File: src/rtl/core/scrf_pkg.sv
// ----------------------------------------------------------------------------
// scrf_pkg
// Word map, reset values, status codes and decode types shared by the
// system control register file.
// ----------------------------------------------------------------------------
`default_nettype none

package scrf_pkg;

  localparam int unsigned IDX_W  = 10;
  localparam int unsigned DATA_W = 32;
  localparam int unsigned CFG_IDX_W = 3;

  localparam logic [IDX_W-1:0] W_KEY      = 10'h000;
  localparam logic [IDX_W-1:0] W_REV1     = 10'h001;
  localparam logic [IDX_W-1:0] W_REV2     = 10'h005;
  localparam logic [IDX_W-1:0] W_RST1     = 10'h010;
  localparam logic [IDX_W-1:0] W_RST2     = 10'h014;
  localparam logic [IDX_W-1:0] W_CLK1     = 10'h020;
  localparam logic [IDX_W-1:0] W_CLK2     = 10'h024;
  localparam logic [IDX_W-1:0] W_HPLL     = 10'h080;
  localparam logic [IDX_W-1:0] W_HPLL_EXT = 10'h081;
  localparam logic [IDX_W-1:0] W_MPLL_EXT = 10'h089;
  localparam logic [IDX_W-1:0] W_EPLL_EXT = 10'h091;
  localparam logic [IDX_W-1:0] W_STRAP1   = 10'h140;
  localparam logic [IDX_W-1:0] W_STRAP2   = 10'h144;
  localparam logic [IDX_W-1:0] W_PROT1    = 10'h142;
  localparam logic [IDX_W-1:0] W_PROT2    = 10'h146;
  localparam logic [IDX_W-1:0] W_RNG      = 10'h150;
  localparam logic [IDX_W-1:0] W_ID0      = 10'h16C;
  localparam logic [IDX_W-1:0] W_ID1      = 10'h16D;

  localparam logic [DATA_W-1:0] RST1_INIT = 32'hF7C3_FED8;
  localparam logic [DATA_W-1:0] RST2_INIT = 32'hFFFF_FFFC;
  localparam logic [DATA_W-1:0] CLK1_INIT = 32'hFFFF_7F8A;
  localparam logic [DATA_W-1:0] CLK2_INIT = 32'hFFF0_FFF0;
  localparam logic [DATA_W-1:0] HPLL_INIT = 32'h1000_405F;
  localparam logic [DATA_W-1:0] ID0_VALUE = 32'h1234_ABCD;
  localparam logic [DATA_W-1:0] ID1_VALUE = 32'h8888_4444;
  localparam logic [DATA_W-1:0] PLL_LOCK  = 32'h8000_0000;

  localparam logic [DATA_W-1:0] UNLOCK_KEY_INIT = 32'h1688_A8A8;
  localparam logic [DATA_W-1:0] REV1_INIT       = 32'h0502_0303;
  localparam logic [DATA_W-1:0] REV2_INIT       = 32'h0000_0000;
  localparam logic [DATA_W-1:0] STRAP1_INIT     = 32'h0000_0000;
  localparam logic [DATA_W-1:0] STRAP2_INIT     = 32'h0000_0000;
  localparam logic [DATA_W-1:0] KEY_INIT        = 32'h0000_0000;

  typedef enum logic [CFG_IDX_W-1:0] {
    CFG_UNLOCK_KEY = 3'd0,
    CFG_REV1       = 3'd1,
    CFG_REV2       = 3'd2,
    CFG_STRAP1     = 3'd3,
    CFG_STRAP2     = 3'd4,
    CFG_KEY_INIT   = 3'd5
  } cfg_idx_t;

  typedef enum logic [2:0] {
    ST_OK     = 3'd0,
    ST_RANGE  = 3'd1,
    ST_RO     = 3'd2,
    ST_LOCKED = 3'd3,
    ST_PROT   = 3'd4
  } status_t;

  // named words served from flip-flops, constants or the input, not the memory
  typedef enum logic [3:0] {
    FW_NONE, FW_KEY, FW_REV1, FW_REV2, FW_RST1, FW_RST2, FW_CLK1, FW_CLK2,
    FW_HPLL, FW_STRAP1, FW_STRAP2, FW_RNG, FW_ID0, FW_ID1, FW_PROT1, FW_PROT2
  } fw_sel_t;

  typedef struct packed {
    fw_sel_t fw;       // flop word addressed directly
    fw_sel_t clr_tgt;  // word cleared through its alias, FW_NONE if not an alias
    logic    ro;
    logic    pll_ext;
  } word_class_t;

endpackage

`default_nettype wire

File: src/rtl/core/scrf_decode.sv
// ----------------------------------------------------------------------------
// scrf_decode
// Classify a word index: flop word, clear alias, read-only, PLL extension.
// ----------------------------------------------------------------------------
`default_nettype none

module scrf_decode (
  input  wire logic [scrf_pkg::IDX_W-1:0] word_index,
  output scrf_pkg::word_class_t           cls
);

  always_comb begin
    cls.fw      = scrf_pkg::FW_NONE;
    cls.clr_tgt = scrf_pkg::FW_NONE;
    cls.ro      = 1'b0;
    cls.pll_ext = 1'b0;
    case (word_index)
      scrf_pkg::W_KEY:          cls.fw = scrf_pkg::FW_KEY;
      scrf_pkg::W_REV1:   begin cls.fw = scrf_pkg::FW_REV1;   cls.ro = 1'b1; end
      scrf_pkg::W_REV2:   begin cls.fw = scrf_pkg::FW_REV2;   cls.ro = 1'b1; end
      scrf_pkg::W_RST1:         cls.fw = scrf_pkg::FW_RST1;
      scrf_pkg::W_RST2:         cls.fw = scrf_pkg::FW_RST2;
      scrf_pkg::W_CLK1:         cls.fw = scrf_pkg::FW_CLK1;
      scrf_pkg::W_CLK2:         cls.fw = scrf_pkg::FW_CLK2;
      scrf_pkg::W_HPLL:         cls.fw = scrf_pkg::FW_HPLL;
      scrf_pkg::W_STRAP1:       cls.fw = scrf_pkg::FW_STRAP1;
      scrf_pkg::W_STRAP2:       cls.fw = scrf_pkg::FW_STRAP2;
      scrf_pkg::W_PROT1:        cls.fw = scrf_pkg::FW_PROT1;
      scrf_pkg::W_PROT2:        cls.fw = scrf_pkg::FW_PROT2;
      scrf_pkg::W_RNG:    begin cls.fw = scrf_pkg::FW_RNG;    cls.ro = 1'b1; end
      scrf_pkg::W_ID0:    begin cls.fw = scrf_pkg::FW_ID0;    cls.ro = 1'b1; end
      scrf_pkg::W_ID1:    begin cls.fw = scrf_pkg::FW_ID1;    cls.ro = 1'b1; end
      scrf_pkg::W_RST1 + 10'd1:   cls.clr_tgt = scrf_pkg::FW_RST1;
      scrf_pkg::W_RST2 + 10'd1:   cls.clr_tgt = scrf_pkg::FW_RST2;
      scrf_pkg::W_CLK1 + 10'd1:   cls.clr_tgt = scrf_pkg::FW_CLK1;
      scrf_pkg::W_CLK2 + 10'd1:   cls.clr_tgt = scrf_pkg::FW_CLK2;
      scrf_pkg::W_STRAP1 + 10'd1: cls.clr_tgt = scrf_pkg::FW_STRAP1;
      scrf_pkg::W_STRAP2 + 10'd1: cls.clr_tgt = scrf_pkg::FW_STRAP2;
      scrf_pkg::W_HPLL_EXT,
      scrf_pkg::W_MPLL_EXT,
      scrf_pkg::W_EPLL_EXT:       cls.pll_ext = 1'b1;
      default: begin
      end
    endcase
  end

endmodule

`default_nettype wire

File: config.mk
export PLATFORM = sky130hd
export DESIGN_NAME = scrf_decode
export DESIGN_NICKNAME = d
export VERILOG_FILES = /design/src/rtl/core/scrf_pkg.sv /design/src/rtl/core/scrf_decode.sv
export SDC_FILE = /design/constraint.sdc
export NUM_CORES = 1
export LEC_CHECK = 0
export BUFFER_PORTS_ARGS = -buffer_cell sky130_fd_sc_hd__buf_2
export CELL_PAD_IN_SITES_DETAIL_PLACEMENT = 1
export CELL_PAD_IN_SITES_GLOBAL_PLACEMENT = 2
export CORE_MARGIN = 2
export CORE_UTILIZATION = 20
export DETAILED_ROUTE_END_ITERATION = 8
export GPL_TIMING_DRIVEN = 0
export PLACE_DENSITY_LB_ADDON = 0.1
export SYNTH_ARGS = -nofsm -noshare
export SYNTH_HDL_FRONTEND = slang
export SYNTH_SLANG_ARGS = --single-unit
export TNS_END_PERCENT = 1
File: constraint.sdc
create_clock -name vclk -period 2.9
set_input_delay 0.87 -clock vclk [all_inputs]
set_output_delay 0.87 -clock vclk [all_outputs]
set_load 0.02 [all_outputs]
# Yosys cells after proc, flatten, opt, wreduce, memory -nomap -nowiden
# Cells that the tools add are included.
totals:
  regBits: 0
  in_bits: 10
  output_inout_bits: 10
  elab_cells: 30
op_classes:
  n_eq_ne: 23
  n_mux: 4
  reduce_logical: 3
ops:
  columns: ["cell", "count"]
  rows:
  - ["$eq 10x9->1 const B", 9]
  - ["$pmux 4 s15", 1]
  - ["$eq 10x5->1 const B", 4]
  - ["$eq 10x6->1 const B", 4]
  - ["$eq 10x8->1 const B", 4]
  - ["$pmux 4 s6", 1]
  - ["$eq 10x1->1 const B", 1]
  - ["$eq 10x3->1 const B", 1]
  - ["$logic_not 10->1", 1]
  - ["$reduce_or 5->1", 1]
  - ["$reduce_or 3->1", 1]
  - ["$mux 1", 2]

# Depth between registers and ports, before layout
# Gate-level depths: netlist (run 1).
depth:
  depth_word: 3
  ltp_mapped: 5
  mapped_depth_nobuf: 4

# Worst setup path after synthesis (run 1)
# No wires, ideal clock.
synth_path:
  path_type: "input -> output"
  start: "input port word_index[2] in the netlist's numbering"
  end: "output port cls[9] in the netlist's numbering"
  arrival_ns: 2.484
  required_ns: 2.030
  slack_ns: -0.454
  path_stages: 5
  n_path_buf: 1
  cell_sequence: "buf_6 > or4b_1 > or3_1 > a21boi_1 > o31ai_1"
synth_rtl:
  columns: ["item", "line_no", "rtl"]
  rows:
  - ["start, declared", "scrf_decode.sv:8", "input wire logic [scrf_pkg::IDX_W-1:0] word_index,"]
  - ["end, declared", "scrf_decode.sv:9", "output scrf_pkg::word_class_t cls"]

==> impl_metrics.json, run 1 <==
{
  "fmax_mhz": 313,
  "num_io_pins": 20,
  "dr.first_iter.drc_count": 2,
  "worstPathCellList": "buf_8, or4b_4, or3_4, a21boi_4, o31ai_4, buf_6",
  "nNetsFinal": 93,
  "finalSetupTns_ns": -1.07,
  "rsz0062_at_grt": "yes",
  "track_usage": 0.146,
  "max_stage_delay_ns": 0.52,
  "ant_nets": 0,
  "seqCellArea_sq_um": 0,
  "dieArea_sq_um": 2210,
  "violations": "negative setup slack",
  "cp-end-kind": "primary output",
  "hp-class": "in -> out",
  "drive_gt1_frac": 0.383,
  "area_delta_synth_final_pct": 63.2,
  "synth_largest_area_cell": "nor3_1",
  "utilization": 0.350,
  "synth_common_cells": "nand2_1, nor2_1, nor3_1",
  "postCtsHoldBufs": 0,
  "avgSynthCellArea_sq_um": 5.97,
  "die_h_um": 47.0,
  "place.gp.congestion": 0.735,
  "crit_path_start_kind": "primary input",
  "nClkBuffers": 0,
  "period_minus_slack_ns": 3.20,
  "fp.dieW_um": 47.0,
  "critPathTopFamily": "simple AND/OR/NAND/NOR gates",
  "cp_max_fo": 3,
  "grt_pass1_wl_um": 2390,
  "ir_drop_mv": 0.0388,
  "drv_cap": 0,
  "whs_ns": 2.04,
  "arrival_ns": 2.33,
  "period_share": 1.10,
  "post-dp-hpwl_um": 1070,
  "vias": 534,
  "grt_pass1_vias": 470,
  "critPathBufInv": 2,
  "num_rows": 15,
  "netlist-cell-type-count": 29,
  "fp.coreArea_sq_um": 1730,
  "power.leakage_nw": 0.247,
  "layout_setup_ws_ns": -0.295,
  "start_util": 0.214,
  "drv_slew": 0,
  "tightestPinTransition_ns": 0.436,
  "power_density_nw_per_um2": 93.2,
  "syn_nets": 72,
  "critical_path_class": "in -> out",
  "dp_cells": 104,
  "wl_um": 1450,
  "outcome": "finished with violations",
  "antenna_found_initial": 0,
  "setup_viol": 6,
  "multi_input_area_sq_um": 410,
  "cp.required_ns": 2.03,
  "slew_headroom": 0.707,
  "cp_slowest_cell": "or4b_4",
  "drc": 0,
  "ys_warn_count": 0,
  "grt_max_degree": 11,
  "fillers": 246,
  "yosys-top-cells-area": "nor3_1, nor4_1, nand2_1, nor2_1, nor2b_1",
  "design.seq.count": 0,
  "gr-total-overflow": 0,
  "numPortBuffers": 17,
  "stdcell_count": 106,
  "hold_viol_final": 0,
  "seq_area_frac_synth": 0,
  "syn_area_sq_um": 370,
  "routedWlPerCell_um": 13.7,
  "synth_cells": 62,
  "n_antenna_cell": 0,
  "dr.pass1.iters": 3,
  "vias_per_cell": 5.04,
  "yosysTopAreaCellShare": 0.0676
}
## metrics by stage
stage / power (mW) / setup slack, ns / cell area, sq um
after global placement: 0.0469 / -0.493 / 505
after global routing: 0.0623 / -0.350 / 604
after CTS: 0.0546 / -0.374 / 586
final: 0.0563 / -0.295 / 604
after floorplan: 0.0280 / -0.231 / 389
after detailed placement: 0.0466 / -0.479 / 505
## cell usage in the layout (no fill, tap or decap), types with 2 or more instances in the layout
cell type	instances
buf_6	4
and2_1	2
nor2b_1	3
xor2_1	2
nand2_1	6
clkbuf_1	2
o21ai_0	2
buf_4	4
nor4_2	2
clkbuf_2	2
buf_2	11
nand3_1	3
or4_1	2
nand4_1	2
nor4_1	2
a21oi_1	2
nor2_1	5
nor3_1	5
## per-layer routing
layer	global-route usage	vias up	share of wire
met1	0.227	244	0.49
met2	0.238	12	0.47
met3	0	0	0.033
met5	0	-	0
li1	-	278	-
met4	0	0	0
## timing repair
| item | 4_1_cts | 5_1_grt |
|---|---|---|
| gates resized for setup | 18 | 6 |
| pin swaps | 3 | 1 |
| buffers inserted | 2 | 0 |
| setup endpoints to repair | 9 | 9 |
## report_power, final
part	total, mW	internal [mW]	switching, mW
Combinational	0.0563	0.0223	0.0340
Sequential	0	0	0
Clock	0	0	0
Total	0.0563	0.0223	0.0340
## path summary, 6_finish.rpt
check,start,end,cells after the start,slack [ns]
worst max-delay path,word_index[7],cls[9],6,-0.30
worst min-delay path,word_index[9],cls[9],3,2.04
## layout make-up
class | instances | share of cell area
well taps | 25 | 0.0518
multi-input cells | 57 | 0.679
plain buffers | 5 | 0.0476
repair buffers | 19 | 0.222
## kinds of logic after synthesis
logic type | share of synthesized area
and+or+nand+nor | 0.574
xor gates and xnor gates | 0.0710
buffers and inverters | 0.0709
AOI/OAI and AO/OA | 0.284
Note: power is estimated with default switching activity, not from simulation.
==> run 2: changes to the inputs <==
Settings changed: CORE_MARGIN 2 to unset.
==> run 2 against run 1 <==
Sequential share of layout area is the same. Critical path depth is the same. The run still ends with negative setup slack left. Utilization grew 1.2 points. First-iteration DRC count grew to 3.0 times the previous value. Sequential cell count is the same. Die area shrank 8.3%. Maximum frequency grew 0.12%.
==> impl_metrics.json, run 2 (synthesized netlist as in run 1, its figures left out) <==
{
  "critical_path_class": "in -> out",
  "place.gp.congestion": 0.708,
  "routedWlPerCell_um": 13.7,
  "n_antenna_cell": 0,
  "numPortBuffers": 17,
  "fmax_mhz": 313,
  "nNetsFinal": 93,
  "setup_viol": 6,
  "dieArea_sq_um": 2030,
  "hp-class": "in -> out",
  "layout_setup_ws_ns": -0.291,
  "cp.required_ns": 2.03,
  "drv_cap": 0,
  "power.leakage_nw": 0.252,
  "crit_path_start_kind": "primary input",
  "post-dp-hpwl_um": 1100,
  "area_delta_synth_final_pct": 68.6,
  "hold_viol_final": 0,
  "met2_usage": 0.290,
  "grt_pass1_vias": 507,
  "arrival_ns": 2.32,
  "fp.dieW_um": 45.0,
  "grt_max_degree": 11,
  "track_usage": 0.159,
  "design.seq.count": 0,
  "placed_area_sq_um": 505,
  "use_met3": 0,
  "period_minus_slack_ns": 3.19,
  "ir_drop_mv": 0.0415,
  "drive_gt1_frac": 0.420,
  "seqCellArea_sq_um": 0,
  "rsz0062_at_grt": "yes",
  "power_density_nw_per_um2": 92.6,
  "grt_pass1_wl_um": 2430,
  "num_rows": 15,
  "nClkBuffers": 0,
  "final_cell_mix": "buf_2, nand2_1, buf_6, nor3_1, nor2_1",
  "vias_per_cell": 5.11,
  "slew_headroom": 0.696,
  "final_area_sq_um": 624,
  "layout_commonest_cell": "buf_2",
  "cp_max_fo": 3,
  "use_met1": 0.222,
  "whs_ns": 2.03,
  "outcome": "finished with violations",
  "antenna_found_initial": 0,
  "vias": 542,
  "finalPower_uw": 57.8,
  "drv_slew": 0,
  "tightestPinTransition_ns": 0.452,
  "drc": 0,
  "period_share": 1.10,
  "preCtsSetupSlack_ns": -0.507,
  "violations": "negative setup slack",
  "gr-total-overflow": 0,
  "cp-end-kind": "primary output",
  "start_util": 0.214,
  "dr.first_iter.drc_count": 6,
  "die_h_um": 45.0,
  "num_io_pins": 20,
  "dr.pass1.iters": 3,
  "fp.coreArea_sq_um": 1730,
  "wl_um": 1450,
  "ant_nets": 0,
  "grt-busiest-layer": "met2"
}
## run 2: cell counts in the layout (fill, tap and decap cells not counted)
No cell type changed its count.
## run 2: cell type report
cell class | instances | area [sq um]
Tap cell | 25 | 31.3
Timing Repair Buffer | 19 | 138
Buffer | 5 | 31.3
Multi-Input combinational cell | 57 | 424
Fill cell | 229 | 1100
## run 2: per-layer routing
metal | vias to the layer above | routed length [um] | share of wire
li1 | 277 | - | -
met1 | 253 | 642 | 0.44
met2 | 12 | 753 | 0.52
met3 | 0 | 51 | 0.035
met4 | 0 | 0 | 0
met5 | - | 0 | 0
## run 2: critical path: stages
cell      delay, ns
buf_8          0.10
or4b_4         0.53
or3_4          0.34
a21boi_4       0.15
o31ai_4        0.19
buf_6          0.14
## run 2: through the flow
step | setup TNS [ns] | cells | utilization
2_1_floorplan | -0.560 | 62 | -
3_3_place_gp | -2.36 | 104 | 0.293
3_5_place_dp | -2.29 | 104 | 0.293
4_1_cts | -1.35 | 106 | 0.354
5_1_grt | -1.36 | 106 | 0.362
6_report | -0.851 | 106 | 0.362
## run 2: path summary, 6_finish.rpt
check	from	to	cells after the start
worst max-delay path	word_index[7]	cls[9]	6
worst min-delay path	word_index[9]	cls[9]	3
## run 2: power breakdown
group          switching, mW  internal, mW
Clock                      0             0
Combinational         0.0346        0.0232
Sequential                 0             0
## run 2: timing repair
item / CTS / global route
hold buffers: 0 / 0
endpoints found under the setup margin: 9 / 8
pin swaps: 3 / 1
gates cloned: 0 / 0
buffers inserted: 2 / 0
resized for setup: 26 / 3
==> run 3: changes to the inputs <==
Settings changed: CORE_MARGIN set to 1, MAX_ROUTING_LAYER set to met4, PLACE_DENSITY_LB_ADDON 0.1 to 0.15.
==> run 3 against run 2 <==
The flow still finishes with violations (negative setup slack). Critical path type unchanged. Highest routed layer unchanged. Final cell count did not move. Via count is 1.3% lower. First-iteration DRC count decreased by 100%. Die area unchanged.
==> impl_metrics.json, run 3 (synthesized netlist as in run 1, its figures left out) <==
{
  "drive_gt1_frac": 0.407,
  "layout_setup_ws_ns": -0.299,
  "grt_max_degree": 11,
  "layout_commonest_cell": "buf_2",
  "setup_viol": 4,
  "grt_pass1_vias": 496,
  "use_met3": 0,
  "worstHoldStart": "word_index[9]",
  "post-dp-hpwl_um": 1070,
  "fp.dieW_um": 45.0,
  "finalPower_uw": 59.4,
  "routedWlPerCell_um": 13.8,
  "num_rows": 15,
  "dieArea_sq_um": 2030,
  "tightestPinTransition_ns": 0.469,
  "arrival_ns": 2.33,
  "hp-class": "in -> out",
  "wl_um": 1460,
  "dr.first_iter.drc_count": 0,
  "num_io_pins": 20,
  "fillers": 229,
  "ant_nets": 0,
  "power.leakage_nw": 0.251,
  "seqCellArea_sq_um": 0,
  "cp_max_fo": 3,
  "period_share": 1.10,
  "gr-total-overflow": 0,
  "nNetsFinal": 93,
  "drv_cap": 0,
  "design.seq.count": 0,
  "track_usage": 0.164,
  "violations": "negative setup slack",
  "critical_path_class": "in -> out",
  "place.gp.congestion": 0.715,
  "hold_viol_final": 0,
  "n_antenna_cell": 0,
  "crit_path_start_kind": "primary input",
  "nClkBuffers": 0,
  "vias": 535,
  "fmax_mhz": 313,
  "cp-end-kind": "primary output",
  "hold_end": "cls[9]",
  "placed_area_sq_um": 505,
  "final_cell_mix": "buf_2, nand2_1, nor3_1, nor2_1, buf_4",
  "antenna_found_initial": 0,
  "final_area_sq_um": 628,
  "postCtsHoldBufs": 0,
  "numPortBuffers": 17,
  "multi_input_area_sq_um": 429,
  "dr.pass1.iters": 1,
  "rsz0062_at_grt": "yes",
  "grt-busiest-layer": "met2",
  "die_h_um": 45.0,
  "power_density_nw_per_um2": 94.5,
  "area_delta_synth_final_pct": 69.6,
  "fp.coreArea_sq_um": 1730,
  "drv_slew": 0,
  "outcome": "finished with violations",
  "use_met1": 0.229,
  "finalSetupTns_ns": -0.905,
  "drc": 0,
  "holdPathStages": 3,
  "grt_pass1_wl_um": 2420,
  "cp.required_ns": 2.03,
  "start_util": 0.214,
  "vias_per_cell": 5.05,
  "slew_headroom": 0.685,
  "period_minus_slack_ns": 3.20,
  "met2_usage": 0.284,
  "ir_drop_mv": 0.0360
}
==> run 3: cell counts in the layout (fill, tap and decap cells not counted) <==
Identical to the previous run, type by type.
==> run 3: per-layer routing <==
layer / vias to the layer above / share of wire
li1: 276 / -
met1: 248 / 0.49
met2: 11 / 0.49
met3: 0 / 0.025
met4: 0 / 0
met5: - / 0
==> run 3: cell type report <==
class | instances | area share
timing repair buffer | 19 | 0.217
tap | 25 | 0.0498
multi-input combinational | 57 | 0.683
buffer | 5 | 0.0498
==> run 3: what timing repair did <==
item / 4_1_cts / 5_1_grt
pin swaps: 3 / 2
buffers inserted: 2 / 0
resized for setup: 22 / 6
endpoints found under the setup margin: 9 / 10
gates cloned: 0 / 0
==> run 3: power by group <==
group	total [mW]	switching [mW]	internal [mW]
Combinational	0.0594	0.0359	0.0235
Clock	0	0	0
Sequential	0	0	0
Total	0.0594	0.0359	0.0235
==> run 3: per-stage QoR <==
| stage | hold WS, ns | utilization | setup WS (ns) | instances |
|---|---|---|---|---|
| floorplan | 1.82 | - | -0.231 | 62 |
| global placement | 2.09 | 0.293 | -0.485 | 104 |
| detailed placement | 2.09 | 0.293 | -0.489 | 104 |
| CTS | 2.02 | 0.348 | -0.372 | 106 |
| global route | 2.05 | 0.364 | -0.323 | 106 |
| finish | 2.04 | 0.364 | -0.299 | 106 |
==> run 3: how the worst max path moves through the flow <==
stage | startpoint | cells after the start | endpoint | slack [ns]
2_1_floorplan | word_index[2] | 5 | cls[9] | -0.23
3_3_place_gp | word_index[4] | 6 | cls[9] | -0.49
3_5_place_dp | word_index[4] | 6 | cls[9] | -0.49
4_1_cts | word_index[7] | 6 | cls[9] | -0.37
5_1_grt | word_index[7] | 6 | cls[9] | -0.32
6_report | word_index[7] | 6 | cls[9] | -0.30
==> run 3: critical path, stage by stage <==
cell and delay, ns:
buf_8 0.10, or4b_4 0.53, or3_4 0.35, a21boi_4 0.15, o31ai_4 0.18, buf_6 0.14
